<file path="src/rob_pkg.sv">
// ----------------------------------------------------------------------------
// Reorder buffer package
// Shared types, operation and status codes, and stream field layout for the
// reorder buffer core and its submodules.
// ----------------------------------------------------------------------------
package rob_pkg;

    // Field widths fixed by the item format.
    localparam int unsigned OP_W     = 3;
    localparam int unsigned KIND_W   = 8;
    localparam int unsigned DATA_W   = 16;
    localparam int unsigned SLOT_W   = 3;
    localparam int unsigned STATUS_W = 2;
    localparam int unsigned FILL_W   = 4;

    // Kind code that marks a store; stores never forward on lookup.
    localparam logic [KIND_W-1:0] STORE_KIND = 8'd115;

    // Stream widths: input word carries everything but the operation code,
    // output word carries everything but the status code.
    localparam int unsigned S_TDATA_W = 64;
    localparam int unsigned M_TDATA_W = 72;

    // Operation codes carried in s_tuser.
    typedef enum logic [OP_W-1:0] {
        OP_ALLOC  = 3'd0,
        OP_READY  = 3'd1,
        OP_SETDST = 3'd2,
        OP_LOOKUP = 3'd3,
        OP_COMMIT = 3'd4,
        OP_FLUSH  = 3'd5,
        OP_READ   = 3'd6
    } rob_op_t;

    // Status codes carried in m_tuser.
    localparam logic [STATUS_W-1:0] STATUS_DONE  = 2'd0;
    localparam logic [STATUS_W-1:0] STATUS_FULL  = 2'd1;
    localparam logic [STATUS_W-1:0] STATUS_EMPTY = 2'd2;

    // Sequencer states.
    typedef enum logic [2:0] {
        ST_IDLE,
        ST_EXEC,
        ST_LOOK,
        ST_FETCH,
        ST_POST
    } rob_state_t;

    // One input word, unpacked.
    typedef struct packed {
        logic [OP_W-1:0]          op;
        logic [KIND_W-1:0]        kind_in;
        logic [DATA_W-1:0]        dest_in;
        logic [DATA_W-1:0]        pc_in;
        logic [SLOT_W-1:0]        slot_in;
        logic signed [DATA_W-1:0] value_in;
    } rob_item_t;

    // One result word, unpacked.
    typedef struct packed {
        logic [STATUS_W-1:0]      status;
        logic [SLOT_W-1:0]        slot;
        logic                     hit;
        logic signed [DATA_W-1:0] data_value;
        logic [KIND_W-1:0]        kind_out;
        logic [DATA_W-1:0]        dest_out;
        logic [DATA_W-1:0]        pc_out;
        logic                     ready_out;
        logic [SLOT_W-1:0]        head_slot;
        logic                     head_ready;
        logic [FILL_W-1:0]        fill_level;
    } rob_result_t;

endpackage

</file>
<file path="src/reorder_buffer_core.sv">
// ----------------------------------------------------------------------------
// Reorder buffer core
// Circular reorder buffer with allocate, mark-ready, set-destination, lookup,
// commit, flush and read operations on a stream interface.
// Each accepted word runs through the execute and post states, and its result
// is then registered at the output; commit and read entry add a fetch state,
// and lookup adds a walk state. A word is taken only in the idle state, so the
// next word waits until the last result has gone to the output register. Lookup
// walks occupied entries through one compare unit, one entry per cycle, and a
// hit ends the walk. The output register lets a result wait while the next word
// is accepted. Reset (aresetn low, synchronous) empties the buffer.
// ----------------------------------------------------------------------------
module reorder_buffer_core #(
    parameter int unsigned ROB_DEPTH = 8
) (
    input  logic                            aclk,
    input  logic                            aresetn,
    // kind_in[7:0], dest_in[23:8], pc_in[39:24], slot_in[42:40],
    // value_in[58:43], zero fill above
    input  logic [rob_pkg::S_TDATA_W-1:0]   s_tdata,
    // op[2:0]
    input  logic [rob_pkg::OP_W-1:0]        s_tuser,
    input  logic                            s_tvalid,
    output logic                            s_tready,
    // slot[2:0], hit[3], data_value[19:4], kind_out[27:20], dest_out[43:28],
    // pc_out[59:44], ready_out[60], head_slot[63:61], head_ready[64],
    // fill_level[68:65], zero fill above
    output logic [rob_pkg::M_TDATA_W-1:0]   m_tdata,
    // status[1:0]
    output logic [rob_pkg::STATUS_W-1:0]    m_tuser,
    output logic                            m_tvalid,
    input  logic                            m_tready
);

    rob_pkg::rob_item_t   item;
    rob_pkg::rob_result_t res;
    logic                 res_valid, res_ready;

    logic                                 m_tvalid_reg;
    logic [rob_pkg::M_TDATA_W-1:0]        m_tdata_reg;
    logic [rob_pkg::STATUS_W-1:0]         m_tuser_reg;

    // Input word unpacking.
    assign item.op       = s_tuser;
    assign item.kind_in  = s_tdata[7:0];
    assign item.dest_in  = s_tdata[23:8];
    assign item.pc_in    = s_tdata[39:24];
    assign item.slot_in  = s_tdata[42:40];
    assign item.value_in = s_tdata[58:43];

    rob_ctrl #(.ROB_DEPTH(ROB_DEPTH)) u_ctrl (
        .aclk      (aclk),
        .aresetn   (aresetn),
        .item_valid(s_tvalid),
        .item_ready(s_tready),
        .item      (item),
        .res_valid (res_valid),
        .res_ready (res_ready),
        .res       (res)
    );

    // Output register: loads when empty or being drained.
    assign res_ready = !m_tvalid_reg || m_tready;

    always_ff @(posedge aclk) begin
        if (!aresetn) begin
            m_tvalid_reg <= 1'b0;
        end else if (res_ready) begin
            m_tvalid_reg <= res_valid;
        end
    end

    always_ff @(posedge aclk) begin
        if (res_valid && res_ready) begin
            m_tuser_reg <= res.status;
            m_tdata_reg <= {3'b000, res.fill_level, res.head_ready, res.head_slot,
                            res.ready_out, res.pc_out, res.dest_out, res.kind_out,
                            res.data_value, res.hit, res.slot};
        end
    end

    assign m_tvalid = m_tvalid_reg;
    assign m_tdata  = m_tdata_reg;
    assign m_tuser  = m_tuser_reg;

endmodule

</file>
<file path="src/rob_ram.sv">
// ----------------------------------------------------------------------------
// Reorder buffer RAM
// Simple dual-port memory: one write port, one read port with registered
// read data.
// ----------------------------------------------------------------------------
module rob_ram #(
    parameter int unsigned WIDTH = 16,
    parameter int unsigned DEPTH = 8
) (
    input  logic                     aclk,
    input  logic                     wr_en,
    input  logic [$clog2(DEPTH)-1:0] wr_addr,
    input  logic [WIDTH-1:0]         wr_data,
    input  logic [$clog2(DEPTH)-1:0] rd_addr,
    output logic [WIDTH-1:0]         rd_data
);

    logic [WIDTH-1:0] mem_reg [DEPTH];
    logic [WIDTH-1:0] rd_data_reg;

    // Write port.
    always_ff @(posedge aclk) begin
        if (wr_en) begin
            mem_reg[wr_addr] <= wr_data;
        end
    end

    // Registered read port.
    always_ff @(posedge aclk) begin
        rd_data_reg <= mem_reg[rd_addr];
    end

    assign rd_data = rd_data_reg;

endmodule

</file>
<file path="src/rob_ctrl.sv">
// ----------------------------------------------------------------------------
// Reorder buffer sequencer
// Holds the entry storage and pointers and runs one operation at a time.
// Lookup walks the occupied entries youngest first through a single compare
// unit, one entry per cycle.
// ----------------------------------------------------------------------------
module rob_ctrl #(
    parameter int unsigned ROB_DEPTH = 8
) (
    input  logic                 aclk,
    input  logic                 aresetn,
    input  logic                 item_valid,
    output logic                 item_ready,
    input  rob_pkg::rob_item_t   item,
    output logic                 res_valid,
    input  logic                 res_ready,
    output rob_pkg::rob_result_t res
);

    localparam int unsigned IDX_W = (ROB_DEPTH > 1) ? $clog2(ROB_DEPTH) : 1;
    localparam int unsigned CNT_W = $clog2(ROB_DEPTH + 1);
    localparam int unsigned SX_W  = IDX_W + 3;
    localparam logic [IDX_W-1:0] LAST_IDX = IDX_W'(ROB_DEPTH - 1);
    localparam logic [CNT_W-1:0] FULL_CNT = CNT_W'(ROB_DEPTH);

    rob_pkg::rob_state_t  state_reg, state_next;
    rob_pkg::rob_item_t   item_reg, item_next;
    rob_pkg::rob_result_t res_reg, res_next;

    logic [ROB_DEPTH-1:0] valid_reg, valid_next;
    logic [ROB_DEPTH-1:0] ready_reg, ready_next;
    logic [IDX_W-1:0]     head_reg, head_next;
    logic [IDX_W-1:0]     tail_reg, tail_next;
    logic [CNT_W-1:0]     fill_reg, fill_next;
    logic [IDX_W-1:0]     rd_ptr_reg, rd_ptr_next;
    logic [CNT_W-1:0]     iss_cnt_reg, iss_cnt_next;
    logic                 pend_reg, pend_next;
    logic [IDX_W-1:0]     cmp_idx_reg, cmp_idx_next;

    // Memory port signals.
    logic                      kind_we, dest_we, value_we, pc_we;
    logic [IDX_W-1:0]          wr_addr, rd_addr;
    logic [rob_pkg::DATA_W-1:0] value_wdata;
    logic [rob_pkg::KIND_W-1:0] kind_rd;
    logic [rob_pkg::DATA_W-1:0] dest_rd, value_rd, pc_rd;

    // Slot index from the item, with its range check.
    logic [SX_W-1:0]  slot_ext;
    logic [IDX_W-1:0] slot_idx;
    logic             slot_ok;
    logic             match;
    logic [IDX_W-1:0] prev_ptr;

    assign slot_ext = SX_W'(item_reg.slot_in);
    assign slot_idx = slot_ext[IDX_W-1:0];
    assign slot_ok  = slot_ext < SX_W'(ROB_DEPTH);

    function automatic logic [IDX_W-1:0] wrap_inc(input logic [IDX_W-1:0] i);
        return (i == LAST_IDX) ? '0 : i + 1'b1;
    endfunction

    function automatic logic [IDX_W-1:0] wrap_dec(input logic [IDX_W-1:0] i);
        return (i == '0) ? LAST_IDX : i - 1'b1;
    endfunction

    // Entry field memories.
    rob_ram #(.WIDTH(rob_pkg::KIND_W), .DEPTH(ROB_DEPTH)) u_kind_ram (
        .aclk(aclk), .wr_en(kind_we), .wr_addr(wr_addr), .wr_data(item_reg.kind_in),
        .rd_addr(rd_addr), .rd_data(kind_rd)
    );
    rob_ram #(.WIDTH(rob_pkg::DATA_W), .DEPTH(ROB_DEPTH)) u_dest_ram (
        .aclk(aclk), .wr_en(dest_we), .wr_addr(wr_addr), .wr_data(item_reg.dest_in),
        .rd_addr(rd_addr), .rd_data(dest_rd)
    );
    rob_ram #(.WIDTH(rob_pkg::DATA_W), .DEPTH(ROB_DEPTH)) u_value_ram (
        .aclk(aclk), .wr_en(value_we), .wr_addr(wr_addr), .wr_data(value_wdata),
        .rd_addr(rd_addr), .rd_data(value_rd)
    );
    rob_ram #(.WIDTH(rob_pkg::DATA_W), .DEPTH(ROB_DEPTH)) u_pc_ram (
        .aclk(aclk), .wr_en(pc_we), .wr_addr(wr_addr), .wr_data(item_reg.pc_in),
        .rd_addr(rd_addr), .rd_data(pc_rd)
    );

    // Shared compare unit: the entry read last cycle against the lookup key.
    assign match = pend_reg && valid_reg[cmp_idx_reg] && ready_reg[cmp_idx_reg] &&
                   (kind_rd != rob_pkg::STORE_KIND) && (dest_rd == item_reg.dest_in);
    assign prev_ptr = wrap_dec(rd_ptr_reg);

    // State registers.
    always_ff @(posedge aclk) begin
        if (!aresetn) begin
            state_reg <= rob_pkg::ST_IDLE;
            valid_reg <= '0;
            ready_reg <= '0;
            head_reg  <= '0;
            tail_reg  <= '0;
            fill_reg  <= '0;
            pend_reg  <= 1'b0;
        end else begin
            state_reg <= state_next;
            valid_reg <= valid_next;
            ready_reg <= ready_next;
            head_reg  <= head_next;
            tail_reg  <= tail_next;
            fill_reg  <= fill_next;
            pend_reg  <= pend_next;
        end
    end

    // Payload registers.
    always_ff @(posedge aclk) begin
        item_reg    <= item_next;
        res_reg     <= res_next;
        rd_ptr_reg  <= rd_ptr_next;
        iss_cnt_reg <= iss_cnt_next;
        cmp_idx_reg <= cmp_idx_next;
    end

    // Sequencer: next state, memory ports and result fields.
    always_comb begin
        state_next   = state_reg;
        item_next    = item_reg;
        res_next     = res_reg;
        valid_next   = valid_reg;
        ready_next   = ready_reg;
        head_next    = head_reg;
        tail_next    = tail_reg;
        fill_next    = fill_reg;
        rd_ptr_next  = rd_ptr_reg;
        iss_cnt_next = iss_cnt_reg;
        pend_next    = 1'b0;
        cmp_idx_next = cmp_idx_reg;
        kind_we      = 1'b0;
        dest_we      = 1'b0;
        value_we     = 1'b0;
        pc_we        = 1'b0;
        wr_addr      = tail_reg;
        value_wdata  = item_reg.value_in;
        rd_addr      = head_reg;
        item_ready   = 1'b0;
        res_valid    = 1'b0;

        unique case (state_reg)
            rob_pkg::ST_IDLE: begin
                item_ready = 1'b1;
                if (item_valid) begin
                    item_next  = item;
                    res_next   = '0;
                    state_next = rob_pkg::ST_EXEC;
                end
            end

            rob_pkg::ST_EXEC: begin
                state_next = rob_pkg::ST_POST;
                unique case (rob_pkg::rob_op_t'(item_reg.op))
                    rob_pkg::OP_ALLOC: begin
                        if (fill_reg == FULL_CNT) begin
                            res_next.status = rob_pkg::STATUS_FULL;
                        end else begin
                            kind_we              = 1'b1;
                            dest_we              = 1'b1;
                            value_we             = 1'b1;
                            pc_we                = 1'b1;
                            value_wdata          = '0;
                            valid_next[tail_reg] = 1'b1;
                            ready_next[tail_reg] = 1'b0;
                            res_next.slot        = rob_pkg::SLOT_W'(tail_reg);
                            tail_next            = wrap_inc(tail_reg);
                            fill_next            = fill_reg + 1'b1;
                        end
                    end
                    rob_pkg::OP_READY: begin
                        wr_addr = slot_idx;
                        if (slot_ok) begin
                            value_we             = 1'b1;
                            ready_next[slot_idx] = 1'b1;
                        end
                    end
                    rob_pkg::OP_SETDST: begin
                        wr_addr = slot_idx;
                        dest_we = slot_ok;
                    end
                    rob_pkg::OP_LOOKUP: begin
                        rd_ptr_next  = tail_reg;
                        iss_cnt_next = '0;
                        state_next   = rob_pkg::ST_LOOK;
                    end
                    rob_pkg::OP_COMMIT: begin
                        if (fill_reg == '0) begin
                            res_next.status = rob_pkg::STATUS_EMPTY;
                        end else begin
                            rd_addr    = head_reg;
                            state_next = rob_pkg::ST_FETCH;
                        end
                    end
                    rob_pkg::OP_FLUSH: begin
                        valid_next = '0;
                        tail_next  = head_reg;
                        fill_next  = '0;
                    end
                    rob_pkg::OP_READ: begin
                        rd_addr = slot_idx;
                        if (slot_ok) begin
                            state_next = rob_pkg::ST_FETCH;
                        end
                    end
                    default: begin
                    end
                endcase
            end

            rob_pkg::ST_LOOK: begin
                // Compare the pending entry, then issue the next older one.
                rd_addr = prev_ptr;
                if (match) begin
                    res_next.hit        = 1'b1;
                    res_next.data_value = value_rd;
                    state_next          = rob_pkg::ST_POST;
                end else if (iss_cnt_reg != fill_reg) begin
                    rd_ptr_next  = prev_ptr;
                    iss_cnt_next = iss_cnt_reg + 1'b1;
                    pend_next    = 1'b1;
                    cmp_idx_next = prev_ptr;
                end else begin
                    state_next = rob_pkg::ST_POST;
                end
            end

            rob_pkg::ST_FETCH: begin
                res_next.data_value = value_rd;
                res_next.kind_out   = kind_rd;
                res_next.dest_out   = dest_rd;
                res_next.pc_out     = pc_rd;
                state_next          = rob_pkg::ST_POST;
                if (rob_pkg::rob_op_t'(item_reg.op) == rob_pkg::OP_COMMIT) begin
                    res_next.slot        = rob_pkg::SLOT_W'(head_reg);
                    valid_next[head_reg] = 1'b0;
                    fill_next            = fill_reg - 1'b1;
                    if (fill_reg == CNT_W'(1)) begin
                        head_next = '0;
                        tail_next = '0;
                    end else begin
                        head_next = wrap_inc(head_reg);
                    end
                end else begin
                    res_next.ready_out = ready_reg[slot_idx];
                end
            end

            rob_pkg::ST_POST: begin
                res_valid = 1'b1;
                if (res_ready) begin
                    state_next = rob_pkg::ST_IDLE;
                end
            end

            default: begin
                state_next = rob_pkg::ST_IDLE;
            end
        endcase
    end

    // Result word with the head and fill snapshot after the operation.
    always_comb begin
        res            = res_reg;
        res.head_slot  = rob_pkg::SLOT_W'(head_reg);
        res.head_ready = valid_reg[head_reg] && ready_reg[head_reg];
        res.fill_level = rob_pkg::FILL_W'(fill_reg);
    end

endmodule

</file>
<file path="config.mk">
export PLATFORM = sky130hd
export DESIGN_NAME = reorder_buffer_core
export DESIGN_NICKNAME = d
export VERILOG_FILES = /design/src/rob_pkg.sv /design/src/reorder_buffer_core.sv /design/src/rob_ram.sv /design/src/rob_ctrl.sv
export SDC_FILE = /design/constraint.sdc
export NUM_CORES = 1
export LEC_CHECK = 0
export BUFFER_PORTS_ARGS = -buffer_cell sky130_fd_sc_hd__buf_2
export CAP_MARGIN = 20
export CORE_MARGIN = 4
export CORE_UTILIZATION = 50
export CTS_BUF_LIST = sky130_fd_sc_hd__clkbuf_2
export CTS_CLUSTER_DIAMETER = 60
export CTS_CLUSTER_SIZE = 10
export DETAILED_ROUTE_END_ITERATION = 8
export GPL_TIMING_DRIVEN = 0
export PLACE_DENSITY = 0.67
export REMOVE_ABC_BUFFERS = 1
export SETUP_SLACK_MARGIN = 0.02
export SLEW_MARGIN = 10
export SYNTH_ARGS = -nofsm -noshare
export SYNTH_HDL_FRONTEND = slang
export SYNTH_HIERARCHICAL = 1
export SYNTH_SLANG_ARGS = --single-unit
</file>
<file path="constraint.sdc">
create_clock -name aclk -period 7.4 [get_ports aclk]
set_clock_uncertainty 0.1 [all_clocks]
set_input_delay 0.37 -clock aclk [delete_from_list [all_inputs] [get_ports aclk]]
set_output_delay 0.37 -clock aclk [all_outputs]
set_load 0.05 [all_outputs]
</file>
==> flow_summary.ini <==
[cts]
clk_latency_ns = 1.04
clockBufferDepth = 3
cts_tree = yes
cts_root_buffer = clkbuf_2
cts_buffers = 84
path_clk_slew_ns = 0.20
hold_buffers = 129
cts_setup_buffers = 0
cts-resized-gates = 0
htreeDepth = 3
cts.sinks = 741

[layout]
final_cell_mix = edfxtp_1, clkbuf_2, buf_2
final_common_cell = edfxtp_1
final_cells = 2538
area_growth_pct = 14.4
final_area_um2 = 32000
finalNetCount = 1804
drive_gt1_frac = 0.253

[critical_path]
critPathArrivalTime_ns = 5.07
crit_slowest_cell = inv_1
crit_chain = inv_1, ha_1, and3b_1, nor4_1, nand2_1, inv_1, nand2_1, nor3_2, buf_4, buf_4
regToRegSetupSlack_ns = 2.98
critPathKind = reg -> reg
slowest_delay_ns = 0.83
path_buf_inv = 4
required_ns = 8.05
crit_family = simple AND/OR/NAND/NOR gates
end_kind = register
cp-start-kind = register
path_max_fanout = 21

[place]
dpl-instance-area_um2 = 29900
dp_hpwl_um = 33400
dpl.cell_count = 2255
portBuffers = 138
place_ws_ns = 2.93
place.gp.congestion = 0.807

[power]
p_total_mw = 7.27
p_comb_frac = 0.080
switching_power_mw = 1.76
worst_ir_drop_vdd_uv = 121
seqPwrFrac = 0.673
switching_share = 0.241
p_per_area_nw_per_um2 = 227
cellLeakagePower_nw = 10.9
p_int_mw = 5.52
clock_power_share = 0.247

[logic_synthesis]
yosysSeqAreaShare = 0.764
synthCells = 1397
syn_area_um2 = 28000
ys_top_cells_by_area = edfxtp_1, mux4_1, dfxtp_1
synth.largest_area_cell = edfxtp_1
async_reset_ff_frac = 0
ys.flop_type = edfxtp_1
syn_area_per_cell_um2 = 20.0
synth-edff-count = 654
yosysUniqueCellTypes = 64
synth_top_cell_area_share = 0.702
yosysWarnings = 6
yosys_register_bits = 741

[sta]
fmax_mhz = 226
drv_slew = 0
worst_pin_slew_ns = 1.06
finalSetupViolations = 0
finalCritPeriodShare = 0.597
hold_violations = 0
post-route-min-period_ns = 4.42
fin_ws_ns = 2.98
rsz0062_at_grt = false
timing.hold.ws_ns = 0.213
max_slew_margin = 0.295

[drt]
drtIter0Drc = 872
vias = 13700
postRouteAntennaNets = 0
dr.pass1.iters = 4
drc = 0
postRouteWirelength_um = 55000
via_per_inst = 5.40
wl_per_cell_um = 21.7

[die]
io_pins = 147
rows = 86
dieArea_um2 = 59800
start_util = 0.507
die_h_um = 245
core_um2 = 55200
die_x_um = 245

[worst_hold_path]
hp-class = in -> reg

[global_routing]
grtUsageTotal = 0.185
grt_overflow = 0
antenna_found_initial = 2
grt_max_degree = 72
grt_pass1_wl_um = 83700
grt_pass1_vias = 14169

[job]
drv_cap = 0

[status]
outcome = finished clean
[final timing paths]
| check | cells after the start | start | end |
|---|---|---|---|
| hold reg to reg | 0 | u_ctrl/res[10] | m_tdata[45] |
| hold / removal | 3 | aresetn | u_ctrl/fill_reg[3] |
| setup / recovery | 10 | u_ctrl/fill_reg[0] | u_ctrl/u_pc_ram/mem_reg[4][8] |
| setup reg to reg | 10 | u_ctrl/fill_reg[0] | u_ctrl/u_pc_ram/mem_reg[4][8] |
[routing by layer]
metal,track usage,up-vias,routed length (um)
met2,0.311,366,27600
met4,0.0544,2,1060
met1,0.250,6985,23400
met3,0.0328,76,2860
met5,0,-,13
li1,-,6271,-
[final cells by class]
class,instances,area [um2]
fill,4190,23200
sequential,741,21400
multi-input combinational,572,6260
timing repair buffer,307,2590
tap,748,936
clock buffer,147,736
inverter,17,66.3
clock inverter,5,32.5
antenna,1,2.50
[per-stage QoR]
step / TNS (ns) / utilization
final: 0 / 0.580
after global placement: -57.15 / 0.529
after detailed placement: 0 / 0.542
after floorplan: 0 / -
after global routing: 0 / 0.580
after CTS: 0 / 0.579
[worst min-delay path: cells and delay by family]
kind / cells / cell delay (ns)
AO/OA/AOI/OAI: 1 / 0.16
buffers and inverters: 2 / 0.80
[synthesized netlist by cell type, drive strengths merged, types with 2 or more instances]
library cell  count
and3b             3
and2             61
a211oi            2
nor2             61
nand3             9
a21boi            2
dfxtp            87
nand2            44
nor3             18
o221a             8
xnor2            18
nand3b            6
o21ai            15
and3              3
a221o             3
mux2i             6
nor2b            21
edfxtp          654
clkbuf           31
nand2b           17
a21o              7
nor4              4
mux2             59
ha               10
a31oi             8
o31ai             5
a21oi            19
nand4             5
o22ai             2
inv              17
mux4            118
or3b              2
buf              38
o211a             2
or3               3
xor2              6
o21a              4
nor3b             4
o41ai             3
[cells by family (layout without fill, tap and decap cells)]
| family | after synthesis | count (layout) | synth area share |
|---|---|---|---|
| flops | 741 | 741 | 0.764 |
| compound gates | 88 | 88 | 0.0223 |
| simple gates | 264 | 264 | 0.0505 |
| xor+xnor | 24 | 24 | 0.00751 |
| buf+inv | 86 | 476 | 0.0167 |
| mux | 183 | 183 | 0.134 |
| other cells | 1 | 4 | 0.000134 |
| fa+ha+maj | 10 | 10 | 0.00447 |
[power groups by stage]
stage,clock network [mW],registers (mW),logic (mW)
after global placement,0,4.99,0.507
final,1.79,4.90,0.581
after global routing,2.08,4.92,0.624
after CTS,1.90,4.90,0.587
after detailed placement,0,4.99,0.534
after floorplan,0,5.04,0.271
Power figures use the tool's default switching activity.
